===== src/sv/fmpf_pkg.sv =====
// ----------------------------------------------------------------------------
// fmpf_pkg
// Shared types, codes and defaults of the footprint mask placement filter.
// ----------------------------------------------------------------------------
package fmpf_pkg;

  localparam int unsigned DEF_MAX_GRID_SIDE = 64;
  localparam int unsigned DEF_MAX_FOOT_SIDE = 8;
  localparam int unsigned DEF_MAX_BATCH     = 65536;

  localparam int unsigned SIDE_W = 9;
  localparam int unsigned CFG_W  = 16;
  localparam int unsigned ROW_W  = 64;

  localparam logic [1:0] CMD_GRID  = 2'd0;
  localparam logic [1:0] CMD_FOOT  = 2'd1;
  localparam logic [1:0] CMD_CHECK = 2'd2;

  typedef enum logic [2:0] {
    REG_GRID_W  = 3'd0,
    REG_GRID_H  = 3'd1,
    REG_FOOT_W  = 3'd2,
    REG_FOOT_H  = 3'd3,
    REG_OUT_CAP = 3'd4
  } cfg_idx_e;

  typedef enum logic [1:0] {
    ST_IDLE,
    ST_SCAN,
    ST_DRAIN
  } state_e;

  typedef struct packed {
    logic [1:0]       command;
    logic [5:0]       row_index;
    logic [ROW_W-1:0] row_bits;
    logic [5:0]       anchor_x;
    logic [5:0]       anchor_y;
    logic             batch_end;
  } in_item_t;

  typedef struct packed {
    logic        fits;
    logic [15:0] candidate_index;
    logic [15:0] fit_rank;
    logic        status;
    logic        last;
  } out_item_t;

endpackage


===== src/sv/fmpf_grid_mem.sv =====
// ----------------------------------------------------------------------------
// fmpf_grid_mem
// Buildable grid store: one write and one registered read per cycle, with a
// valid bit per row so unwritten rows read as unbuildable.
// ----------------------------------------------------------------------------
module fmpf_grid_mem #(
  parameter int unsigned DEPTH = fmpf_pkg::DEF_MAX_GRID_SIDE,
  parameter int unsigned COLS  = 64,
  localparam int unsigned AW   = $clog2(DEPTH)
) (
  input  logic            clk_i,
  input  logic            rst_ni,
  input  logic            we_i,
  input  logic [AW-1:0]   waddr_i,
  input  logic [COLS-1:0] wdata_i,
  input  logic            re_i,
  input  logic [AW-1:0]   raddr_i,
  output logic [COLS-1:0] rdata_o
);

  logic [COLS-1:0] mem [DEPTH];
  logic [DEPTH-1:0] vld_q;
  logic [COLS-1:0] rdata_q;
  logic            rvld_q;

  always_ff @(posedge clk_i) begin
    if (we_i) begin
      mem[waddr_i] <= wdata_i;
    end
    if (re_i) begin
      rdata_q <= mem[raddr_i];
    end
  end

  always_ff @(posedge clk_i or negedge rst_ni) begin
    if (!rst_ni) begin
      vld_q  <= '0;
      rvld_q <= 1'b0;
    end else begin
      if (we_i) begin
        vld_q[waddr_i] <= 1'b1;
      end
      if (re_i) begin
        rvld_q <= vld_q[raddr_i];
      end
    end
  end

  assign rdata_o = rvld_q ? rdata_q : '0;

endmodule


===== src/sv/fmpf_row_cmp.sv =====
// ----------------------------------------------------------------------------
// fmpf_row_cmp
// Shift-and-compare unit: places one footprint row at the anchor column and
// flags any set footprint cell over an unbuildable grid cell.
// ----------------------------------------------------------------------------
module fmpf_row_cmp #(
  parameter int unsigned COLS      = 64,
  parameter int unsigned FOOT_SIDE = fmpf_pkg::DEF_MAX_FOOT_SIDE
) (
  input  logic [FOOT_SIDE-1:0]        frow_i,
  input  logic [fmpf_pkg::SIDE_W-1:0] fw_i,
  input  logic [5:0]                  ax_i,
  input  logic [COLS-1:0]             grow_i,
  output logic                        fail_o
);

  logic [FOOT_SIDE-1:0]      mask;
  logic [COLS+FOOT_SIDE-1:0] need_wide;
  logic [COLS-1:0]           need;

  always_comb begin
    for (int i = 0; i < FOOT_SIDE; i++) begin
      mask[i] = fmpf_pkg::SIDE_W'(i) < fw_i;
    end
  end

  assign need_wide = (COLS+FOOT_SIDE)'(frow_i & mask) << ax_i;
  assign need      = need_wide[COLS-1:0];
  assign fail_o    = |(need & ~grow_i);

endmodule


===== src/sv/footprint_mask_placement_filter.sv =====
// ----------------------------------------------------------------------------
// footprint_mask_placement_filter
// Grid and footprint mask store with an iterative per-row fit check.
// ----------------------------------------------------------------------------
// Usage:
//   An item is taken on start while busy is low. Command 0 writes a grid row,
//   command 1 a footprint row; both complete at the accepting edge, give no
//   result and leave busy low. Command 3 is dropped.
//   Command 2 checks an anchor: busy stays high through a scan state, one grid
//   row read and compared per cycle through the shared shift-compare unit for
//   each footprint row, then a drain state for the last compare; an anchor
//   out of bounds goes straight to the drain state. The result is on result_o
//   with done_o high for one cycle right after busy falls, and the next item
//   may be started in the cycle the result shows.
//   The receiver cannot stall; each result is shown once.
//   Configuration: cfg_we_i writes cfg_wdata_i into register cfg_idx_i at
//   once; write only while idle.
//   Reset clears the grid and footprint, the batch counters and restores the
//   register defaults. There is no clearing pass.
// ----------------------------------------------------------------------------
module footprint_mask_placement_filter #(
  parameter int unsigned MAX_GRID_SIDE = fmpf_pkg::DEF_MAX_GRID_SIDE,
  parameter int unsigned MAX_FOOT_SIDE = fmpf_pkg::DEF_MAX_FOOT_SIDE,
  parameter int unsigned MAX_BATCH     = fmpf_pkg::DEF_MAX_BATCH
) (
  input  logic                     clk_i,
  input  logic                     rst_ni,
  input  logic                     start,
  output logic                     busy,
  input  fmpf_pkg::in_item_t       item_i,
  output logic                     done_o,
  output fmpf_pkg::out_item_t      result_o,
  input  logic                     cfg_we_i,
  input  logic [2:0]               cfg_idx_i,
  input  logic [fmpf_pkg::CFG_W-1:0] cfg_wdata_i
);

  localparam int unsigned SW   = fmpf_pkg::SIDE_W;
  localparam int unsigned COLS = (MAX_GRID_SIDE < 64) ? MAX_GRID_SIDE : 64;
  localparam int unsigned GA_W = $clog2(MAX_GRID_SIDE);
  localparam int unsigned FY_W = $clog2(MAX_FOOT_SIDE);
  localparam int unsigned CC_W = $clog2(MAX_BATCH);
  localparam int unsigned FC_W = $clog2(MAX_BATCH + 1);

  fmpf_pkg::state_e state_q, state_d;

  logic [6:0]  gw_q, gh_q;
  logic [3:0]  fw_q, fh_q;
  logic [15:0] cap_q;

  logic [SW-1:0] gw, gh, fw, fh;
  logic          accept, is_check, bound_ok, rd_en, fin;

  logic [MAX_FOOT_SIDE-1:0] foot_q [MAX_FOOT_SIDE];

  logic [5:0]      ax_q, ay_q;
  logic            end_q;
  logic [FY_W-1:0] y_q, cy_q;
  logic            pend_q, fail_q;
  logic            y_last;
  logic [SW-1:0]   raddr_wide, wrow_wide;
  logic            grid_we;
  logic [COLS-1:0] grow;
  logic            cmp_fail, fit;

  logic [CC_W-1:0] cand_q;
  logic [FC_W-1:0] fit_q;
  logic            ovf_q;
  logic [31:0]     cand_ext, fit_ext;
  logic            ovf_now;

  logic                done_q;
  fmpf_pkg::out_item_t res_q;

  // effective shape
  always_comb begin
    gw = (gw_q == '0) ? SW'(1) : ((SW'(gw_q) > SW'(COLS)) ? SW'(COLS) : SW'(gw_q));
    gh = (gh_q == '0) ? SW'(1) :
         ((SW'(gh_q) > SW'(MAX_GRID_SIDE)) ? SW'(MAX_GRID_SIDE) : SW'(gh_q));
    fw = (fw_q == '0) ? SW'(1) :
         ((SW'(fw_q) > SW'(MAX_FOOT_SIDE)) ? SW'(MAX_FOOT_SIDE) : SW'(fw_q));
    fh = (fh_q == '0) ? SW'(1) :
         ((SW'(fh_q) > SW'(MAX_FOOT_SIDE)) ? SW'(MAX_FOOT_SIDE) : SW'(fh_q));
    bound_ok = (fw <= gw) && (fh <= gh) &&
               (SW'(item_i.anchor_x) <= gw - fw) && (SW'(item_i.anchor_y) <= gh - fh);
  end

  assign busy     = state_q != fmpf_pkg::ST_IDLE;
  assign accept   = start && !busy;
  assign is_check = accept && (item_i.command == fmpf_pkg::CMD_CHECK);
  assign y_last   = SW'(y_q) == fh - SW'(1);

  always_ff @(posedge clk_i or negedge rst_ni) begin
    if (!rst_ni) begin
      gw_q  <= 7'd64;
      gh_q  <= 7'd64;
      fw_q  <= 4'd1;
      fh_q  <= 4'd1;
      cap_q <= 16'hFFFF;
    end else if (cfg_we_i) begin
      case (cfg_idx_i)
        fmpf_pkg::REG_GRID_W:  gw_q  <= cfg_wdata_i[6:0];
        fmpf_pkg::REG_GRID_H:  gh_q  <= cfg_wdata_i[6:0];
        fmpf_pkg::REG_FOOT_W:  fw_q  <= cfg_wdata_i[3:0];
        fmpf_pkg::REG_FOOT_H:  fh_q  <= cfg_wdata_i[3:0];
        fmpf_pkg::REG_OUT_CAP: cap_q <= cfg_wdata_i;
        default: ;
      endcase
    end
  end

  always_ff @(posedge clk_i or negedge rst_ni) begin
    if (!rst_ni) begin
      for (int i = 0; i < MAX_FOOT_SIDE; i++) begin
        foot_q[i] <= '0;
      end
    end else if (accept && (item_i.command == fmpf_pkg::CMD_FOOT) &&
                 (SW'(item_i.row_index) < SW'(MAX_FOOT_SIDE))) begin
      foot_q[item_i.row_index[FY_W-1:0]] <= item_i.row_bits[MAX_FOOT_SIDE-1:0];
    end
  end

  assign wrow_wide  = SW'(item_i.row_index);
  assign grid_we    = accept && (item_i.command == fmpf_pkg::CMD_GRID) &&
                      (wrow_wide < SW'(MAX_GRID_SIDE));
  assign raddr_wide = SW'(ay_q) + SW'(y_q);

  fmpf_grid_mem #(
    .DEPTH (MAX_GRID_SIDE),
    .COLS  (COLS)
  ) u_grid (
    .clk_i   (clk_i),
    .rst_ni  (rst_ni),
    .we_i    (grid_we),
    .waddr_i (wrow_wide[GA_W-1:0]),
    .wdata_i (item_i.row_bits[COLS-1:0]),
    .re_i    (rd_en),
    .raddr_i (raddr_wide[GA_W-1:0]),
    .rdata_o (grow)
  );

  fmpf_row_cmp #(
    .COLS      (COLS),
    .FOOT_SIDE (MAX_FOOT_SIDE)
  ) u_cmp (
    .frow_i (foot_q[cy_q]),
    .fw_i   (fw),
    .ax_i   (ax_q),
    .grow_i (grow),
    .fail_o (cmp_fail)
  );

  // next state
  always_comb begin
    state_d = state_q;
    case (state_q)
      fmpf_pkg::ST_IDLE: begin
        if (is_check) begin
          state_d = bound_ok ? fmpf_pkg::ST_SCAN : fmpf_pkg::ST_DRAIN;
        end
      end
      fmpf_pkg::ST_SCAN: begin
        if (y_last) begin
          state_d = fmpf_pkg::ST_DRAIN;
        end
      end
      fmpf_pkg::ST_DRAIN: state_d = fmpf_pkg::ST_IDLE;
      default:            state_d = fmpf_pkg::ST_IDLE;
    endcase
  end

  // sequencer outputs
  always_comb begin
    rd_en = 1'b0;
    fin   = 1'b0;
    case (state_q)
      fmpf_pkg::ST_SCAN:  rd_en = 1'b1;
      fmpf_pkg::ST_DRAIN: fin   = 1'b1;
      default: ;
    endcase
  end

  always_ff @(posedge clk_i or negedge rst_ni) begin
    if (!rst_ni) begin
      state_q <= fmpf_pkg::ST_IDLE;
      pend_q  <= 1'b0;
      fail_q  <= 1'b0;
      y_q     <= '0;
      cy_q    <= '0;
    end else begin
      state_q <= state_d;
      pend_q  <= rd_en;
      cy_q    <= y_q;
      if (is_check) begin
        y_q    <= '0;
        fail_q <= !bound_ok;
      end else begin
        if (rd_en) begin
          y_q <= y_q + FY_W'(1);
        end
        if (pend_q && cmp_fail) begin
          fail_q <= 1'b1;
        end
      end
    end
  end

  always_ff @(posedge clk_i) begin
    if (is_check) begin
      ax_q  <= item_i.anchor_x;
      ay_q  <= item_i.anchor_y;
      end_q <= item_i.batch_end;
    end
  end

  assign fit      = !(fail_q || (pend_q && cmp_fail));
  assign cand_ext = 32'(cand_q);
  assign fit_ext  = 32'(fit_q);
  assign ovf_now  = ovf_q || (fit && (fit_ext >= 32'(cap_q)));

  always_ff @(posedge clk_i or negedge rst_ni) begin
    if (!rst_ni) begin
      cand_q <= '0;
      fit_q  <= '0;
      ovf_q  <= 1'b0;
      done_q <= 1'b0;
    end else begin
      done_q <= fin;
      if (fin) begin
        if (end_q) begin
          cand_q <= '0;
          fit_q  <= '0;
          ovf_q  <= 1'b0;
        end else begin
          cand_q <= (cand_ext == 32'(MAX_BATCH - 1)) ? '0 : cand_q + CC_W'(1);
          if (fit && (fit_ext < 32'(MAX_BATCH))) begin
            fit_q <= fit_q + FC_W'(1);
          end
          ovf_q <= ovf_now;
        end
      end
    end
  end

  always_ff @(posedge clk_i) begin
    if (fin) begin
      res_q.fits            <= fit;
      res_q.candidate_index <= cand_ext[15:0];
      res_q.fit_rank        <= (fit_ext > 32'd65535) ? 16'hFFFF : fit_ext[15:0];
      res_q.status          <= ovf_now;
      res_q.last            <= end_q;
    end
  end

  assign done_o   = done_q;
  assign result_o = res_q;

endmodule


===== config.mk =====
export PLATFORM = sky130hd
export DESIGN_NAME = footprint_mask_placement_filter
export DESIGN_NICKNAME = d
export VERILOG_FILES = /design/src/sv/fmpf_pkg.sv /design/src/sv/fmpf_grid_mem.sv /design/src/sv/fmpf_row_cmp.sv /design/src/sv/footprint_mask_placement_filter.sv
export SDC_FILE = /design/constraint.sdc
export NUM_CORES = 2
export LEC_CHECK = 0
export CORE_ASPECT_RATIO = 2
export CORE_MARGIN = 1.5
export CORE_UTILIZATION = 53
export CTS_CLUSTER_DIAMETER = 60
export DETAILED_ROUTE_END_ITERATION = 8
export DONT_BUFFER_PORTS = 1
export PLACE_DENSITY_LB_ADDON = 0.08
export SLEW_MARGIN = 15
export SYNTH_ARGS = -nofsm -noshare
export SYNTH_HDL_FRONTEND = slang
export SYNTH_HIERARCHICAL = 1
export SYNTH_SLANG_ARGS = --single-unit
export TNS_END_PERCENT = 10

===== constraint.sdc =====
create_clock -name clk_i -period 13.1 [get_ports clk_i]
set_clock_uncertainty 0.15 [all_clocks]
set_input_delay 0 -clock clk_i [delete_from_list [all_inputs] [get_ports clk_i]]
set_output_delay 0 -clock clk_i [all_outputs]
set_load 0.005 [all_outputs]

Word level (Yosys, flattened, before mapping)
Memories as Yosys holds them, arrays and structs flattened. A register that Yosys moved wholly into a read port is not among the register bits.
Cells that the tools add are included.
{ "word_totals": {"register_bits": 260, "ram_bits": 4096, "input_bits": 108, "out_inout_bits": 37, "memories": 1} }
{ "mem_list": {"columns": ["name", "words", "word_bits", "rd", "rd_clocked_by_memory_dff", "wr", "line", "text"], "rows": [
  ["u_grid.mem", 64, 64, 1, 1, 1, "fmpf_grid_mem.sv:21", "logic [COLS-1:0] mem [DEPTH];"]
]} }
{ "op_classes": {"addsub": 7, "order_cmp": 27, "eq_ne": 12, "shift": 1, "n_mux": 36, "bitwise": 6, "reduce_logical": 38} }
{ "ops": {"columns": ["operator", "count"], "rows": [
  ["$shl 72x6->64", 1],
  ["$and 64x64->64", 1],
  ["$bwmux 64", 1],
  ["$mux 64", 1],
  ["$not 64->64", 1],
  ["$or 64x64->64", 1],
  ["$reduce_or 64->1", 1],
  ["$mux 17", 2],
  ["$mux 16", 2],
  ["$mux 7", 4],
  ["$bmux 8 s3", 1],
  ["$demux 8 s3", 1],
  ["$mux 8", 3],
  ["$lt 6x7->1 const B", 3],
  ["$le 6x9->1", 2],
  ["$add 17x1->17 const B", 1],
  ["$ge 17x16->1", 1],
  ["$gt 17x16->1 const B", 1],
  ["$lt 17x17->1 const B", 1],
  ["$add 16x1->16 const B", 1],
  ["$eq 16x16->1 const B", 1],
  ["$lt 3x4->1 const A", 4],
  ["$mux 4", 4],
  ["$sub 7x4->8", 2],
  ["36 further kinds", 86]
]} }

Logic depth before layout (Yosys ltp)
{ "depth": {"depth_word": 14, "ltp_mapped": 20} }

Hierarchy
Netlist, hierarchy kept.
{ "modules_own_cells": {"columns": ["module", "n_inst", "cells_per_inst", "area_each_um2", "seq_area_each_um2"], "rows": [
  ["fmpf_grid_mem", 1, 6310, 159778.2, 126546.4],
  ["footprint_mask_placement_filter", 1, 768, 9504.1, 5144.9],
  ["fmpf_row_cmp", 1, 288, 1958.1, 0.0]
]} }

Worst setup path before layout
No wires, ideal clock.
{ "synth_timing": {"path_kind": "register to register", "startpoint": "register state_q[1]", "endpoint": "register u_grid.vld_q[48]", "setup_time_ps": 92, "arrival_ps": 6560, "t_required_ps": 12858, "setup_slack_ps": 6298, "path_stages_with_launch": 7, "synth_period_minus_slack_ps": 6802, "path_cell_list": "dfrtp_1 or3b_1 nor3_1 nand4b_1 or2_2 nor3_1 or2_2"} }
{ "synth_via": {"elab_chain_len": 5} }
{ "synth_lines": {"columns": ["element", "line", "text"], "rows": [
  ["from (decl)", "footprint_mask_placement_filter.sv:45", "fmpf_pkg::state_e state_q, state_d;"],
  ["from (signal assigned)", "footprint_mask_placement_filter.sv:185", "state_q <= fmpf_pkg::ST_IDLE;"],
  ["from (signal assigned)", "footprint_mask_placement_filter.sv:191", "state_q <= state_d;"],
  ["$reduce_bool 2->1", "footprint_mask_placement_filter.sv:88", "assign busy = state_q != fmpf_pkg::ST_IDLE;"],
  ["$logic_not 1->1", "footprint_mask_placement_filter.sv:89", "assign accept = start && !busy;"],
  ["$logic_and 1x1->1", "footprint_mask_placement_filter.sv:89", null],
  ["$logic_and 1x1->1 (2 in series)", "footprint_mask_placement_filter.sv:124", "assign grid_we = accept && (item_i.command == fmpf_pkg::CMD_GRID) &&"],
  ["via grid_we", "footprint_mask_placement_filter.sv:62", "logic grid_we;"],
  ["to (signal assigned)", "fmpf_grid_mem.sv:37", "vld_q <= '0;"],
  ["to (signal, indexed assignment)", "fmpf_grid_mem.sv:41", "vld_q[waddr_i] <= 1'b1;"],
  ["to (decl)", "fmpf_grid_mem.sv:22", "logic [DEPTH-1:0] vld_q;"]
]} }
The timed path passes the listed nets, and every way through them passes these cells.
A chain may end at the register's enable or synchronous reset.

Worst setup path after layout
{ "layout_timing": {"startpoint": "register cy_q[1]", "endpoint": "register fit_q[14]"} }
{ "layout_via": {"elab_chain_len": 14} }
{ "layout_lines": {"columns": ["element", "line", "text"], "rows": [
  ["from (decl)", "footprint_mask_placement_filter.sv:58", "logic [FY_W-1:0] y_q, cy_q;"],
  ["from (signal assigned)", "footprint_mask_placement_filter.sv:193", "cy_q <= y_q;"],
  ["$not 3->4 (implied by the code)", "footprint_mask_placement_filter.sv:146", ".frow_i (foot_q[cy_q]),"],
  ["$bmux 8 s3", "footprint_mask_placement_filter.sv:146", null],
  ["$mux 8 (implied by the code) (2 in series)", "footprint_mask_placement_filter.sv:146", null],
  ["$and 8x8->8", "fmpf_row_cmp.sv:27", "assign need_wide = (COLS+FOOT_SIDE)'(frow_i & mask) << ax_i;"],
  ["$shl 72x6->64", "fmpf_row_cmp.sv:27", null],
  ["$and 64x64->64", "fmpf_row_cmp.sv:29", "assign fail_o = |(need & ~grow_i);"],
  ["$reduce_or 64->1", "fmpf_row_cmp.sv:29", null],
  ["via cmp_fail", "footprint_mask_placement_filter.sv:64", "logic cmp_fail, fit;"],
  ["$logic_and 1x1->1", "footprint_mask_placement_filter.sv:216", "assign fit = !(fail_q || (pend_q && cmp_fail));"],
  ["$logic_or 1x1->1", "footprint_mask_placement_filter.sv:216", null],
  ["$logic_not 1->1", "footprint_mask_placement_filter.sv:216", null],
  ["via fit", "footprint_mask_placement_filter.sv:64", null],
  ["$logic_and 1x1->1", "footprint_mask_placement_filter.sv:236", "if (fit && (fit_ext < 32'(MAX_BATCH))) begin"],
  ["$reduce_bool 2->1 (no line)", null, null],
  ["$reduce_and 2->1 (no line)", null, null],
  ["to (signal assigned)", "footprint_mask_placement_filter.sv:237", "fit_q <= fit_q + FC_W'(1);"],
  ["to (decl)", "footprint_mask_placement_filter.sv:67", "logic [FC_W-1:0] fit_q;"]
]} }
The timed path passes the listed nets, and every way through them passes these cells. The select of a mux whose other input is x is not followed.

==> metrics.cfg <==
[floorplan]
coreArea_um2=322000
rows=295
die_area_um2=327000
ios=145
start_util=0.531
die_w_um=405
chipHeight_um=807

[status]
status=completed

[clocking]
cts_num_sinks=4420
ctsResizeCount=0
htreeDepth=5
cts_buffers=380
cts_tree=yes
clock_path_buffers=4
clkLatencyLatePin_ns=0.96
hold_buffers=339
root_buffer=clkbuf_16
cts_setup_buffers=0
path_clk_slew_ns=0.07

[yosys]
synth_top_area_cell=edfxtp_1
yosysMostFrequentCell=edfxtp_1
async_flop_share=0.0480
ys_ff_latch=4420
synth_cells=7366
synth_edf_count=4208
yosys_warnings=6
synth.distinct_cells=95
ys_top_cells_by_count=4,208 x edfxtp_1, 1,305 x mux4_2, 214 x clkbuf_1
yosysTopAreaCellShare=0.738
synth_area_leaders=edfxtp_1 74%, mux4_2 17%, dfrtp_1 2.8%
syn_avg_cell_area_um2=23.2
synth-seq-area-share=0.769
synth_area_um2=171000
synth_ff_type=edfxtp_1

[setup_path]
cp-start-kind=register
arrival_ns=6.91
worstPathRequired_ns=13.74
critical_path_class=reg -> reg
cp_max_fo=16
cp-end-kind=register

[sta]
slew_violations=0
rsz0062_at_grt=false
finalHoldViolCount=0
timing.final.crit_share=0.479
setup_viol=0
max_freq_mhz=159
slew_headroom=0.173
tightest_slew_ns=1.24
setup_tns_ns=0
finalCriticalPeriod_ns=6.27

[drt]
via_count=83300
drc=0
via_per_inst=6.62
wl_per_cell_um=39.4
drt-initial-drc-count=10600
drtAntennaViolNets=0
routed_wl_um=495000
dr.pass1.iters=6

[grt]
antenna_found_initial=31
grt_max_degree=193
grt_remaining_overflow=0
grt_pass1_vias=85500
grt_pass1_wl_um=684000
grt_use_total=0.306

[pwr]
clkPwrFrac=0.303
pwr-share-seq=0.421
power_switching_w=0.0109
power_density_nw_per_um2=196
p_leak_nw=62.3
power.share.switching=0.284
power.total_w=0.0383
p_int_w=0.0274
vdd_ir_drop_max_mv=0.285
p_comb_frac=0.276

[placed_design]
dp_hpwl_um=272000
place_congestion=0.894
io_buffers=0

[min_path]
hold_class=in -> reg

[finish]
areaGrowthSynthToFinish_pct=14.0
drive_gt1_frac=0.303
nNetsFinal=8096

[run]
cap_violations=0

-- critical path, cell delays in order, from the launching register on --
cell and delay (ns):
dfrtp_1 0.87, mux4_2 0.41, mux2_2 0.34, mux2_2 0.31, o21ai_0 0.09, a32oi_1 0.08, buf_4 0.22, a221oi_2 0.61
nand2b_1 0.22, o22ai_1 0.09, or4_1 0.44, o221a_1 0.23, a2111o_1 0.44, a21o_1 0.32, inv_1 0.19, a31oi_1 0.34
nor4bb_1 0.48, xnor2_1 0.18, nor2_1 0.07
-- cells by family (layout without fill, tap and decap cells) --
kind of cell | after synthesis | count (layout) | share of synthesized area
AO/OA/AOI/OAI | 366 | 366 | 0.0161
buffers and inverters | 432 | 1309 | 0.0108
multiplexers | 1427 | 1427 | 0.179
adder cells (fa/ha/maj) | 47 | 47 | 0.00357
AND/OR/NAND/NOR | 637 | 637 | 0.0192
other | 1 | 36 | 0.0000219
XOR/XNOR | 36 | 36 | 0.00184
flip-flops | 4420 | 4420 | 0.769
-- sequential cells by signal, indices dropped and copies added, names as in the netlist, 6 cells and up --
signal	cells
ay_q	6
result_o	35
u_grid/vld_q	64
gw_q	7
cand_q	16
ax_q	6
fit_q	17
gh_q	7
u_grid/mem	4096
u_grid/rdata_q	64
cap_q	16
foot_q	64
-- final timing paths --
check | cells after the start | slack [ns] | start | end
max | 18 | 6.83 | cy_q[1] | fit_q[14]
min reg2reg | 1 | 0.31 | u_grid/vld_q[59] | u_grid/vld_q[59]
max in group asynchronous | 5 | 11.50 | rst_ni | u_grid/rvld_q
max reg2reg | 18 | 6.83 | cy_q[1] | fit_q[14]
min in group asynchronous | 3 | 0.13 | rst_ni | fw_q[0]
min | 3 | 0.05 | item_i[40] | u_grid/mem[37][27]
-- layer usage --
metal | vias up | track usage | part of all wire
met1 | 46300 | 0.379 | 0.35
met4 | 4 | 0.115 | 0.042
met2 | 3634 | 0.553 | 0.54
met5 | - | 0 | 0.000055
met3 | 865 | 0.0367 | 0.063
li1 | 32500 | - | -
-- cells in the final DEF (no fill, tap or decap), types with 26 or more instances in the layout --
master         synthesis  routed
edfxtp_1            4208    4208
mux4_2              1305    1305
clkbuf_16              0     385
dlygate4sd3_1          0     211
buf_4                  3     205
dfrtp_1              192     191
nand2_1              147     147
a22oi_1              140     140
mux2_2                95      95
clkinv_1               2      90
or2_2                 87      87
nor2_1               147      84
buf_16                 0      72
and2_1                71      70
buf_12                 2      70
clkinv_2               0      63
nor2_4                 0      63
clkbuf_1             214      60
inv_1                 55      54
bufinv_16              0      48
ha_1                  44      43
o21ai_0               37      37
nand3_1               36      36
a21oi_1               34      34
nor3_1                30      26
-- per-stage QoR --
step                instances  setup slack [ns]   util  instance area, µm²  hold WS (ns)
global placement        11500              6.84  0.551              177000        -0.441
detailed placement      11500              6.97  0.551              177000        -0.441
finish                  12600              6.83  0.606              195000        0.0541
CTS                     12600              6.88  0.606              195000      0.000910
floorplan                7376              6.30      -              171000        -0.446
global route            12600              6.58  0.606              195000        0.0536
-- power groups by stage --
stage / sequential (W) / combinational [W] / clock (W)
after floorplan: 0.0162 / 0.00765 / 0
after global placement: 0.0164 / 0.0103 / 0
after detailed placement: 0.0164 / 0.0103 / 0
after CTS: 0.0161 / 0.0107 / 0.0118
after global routing: 0.0161 / 0.0112 / 0.0122
final: 0.0161 / 0.0106 / 0.0116
-- cell type report --
type | count | area, µm²
Sequential cell | 4420 | 132000
Antenna cell | 25 | 62.6
Tap cell | 4306 | 5390
Fill cell | 22300 | 127000
Timing Repair Buffer | 558 | 7030
Clock buffer | 449 | 9910
Clock inverter | 245 | 2630
Multi-Input combinational cell | 2524 | 38300
Inverter | 57 | 221
No activity file was read; power rests on OpenSTA's default activity.
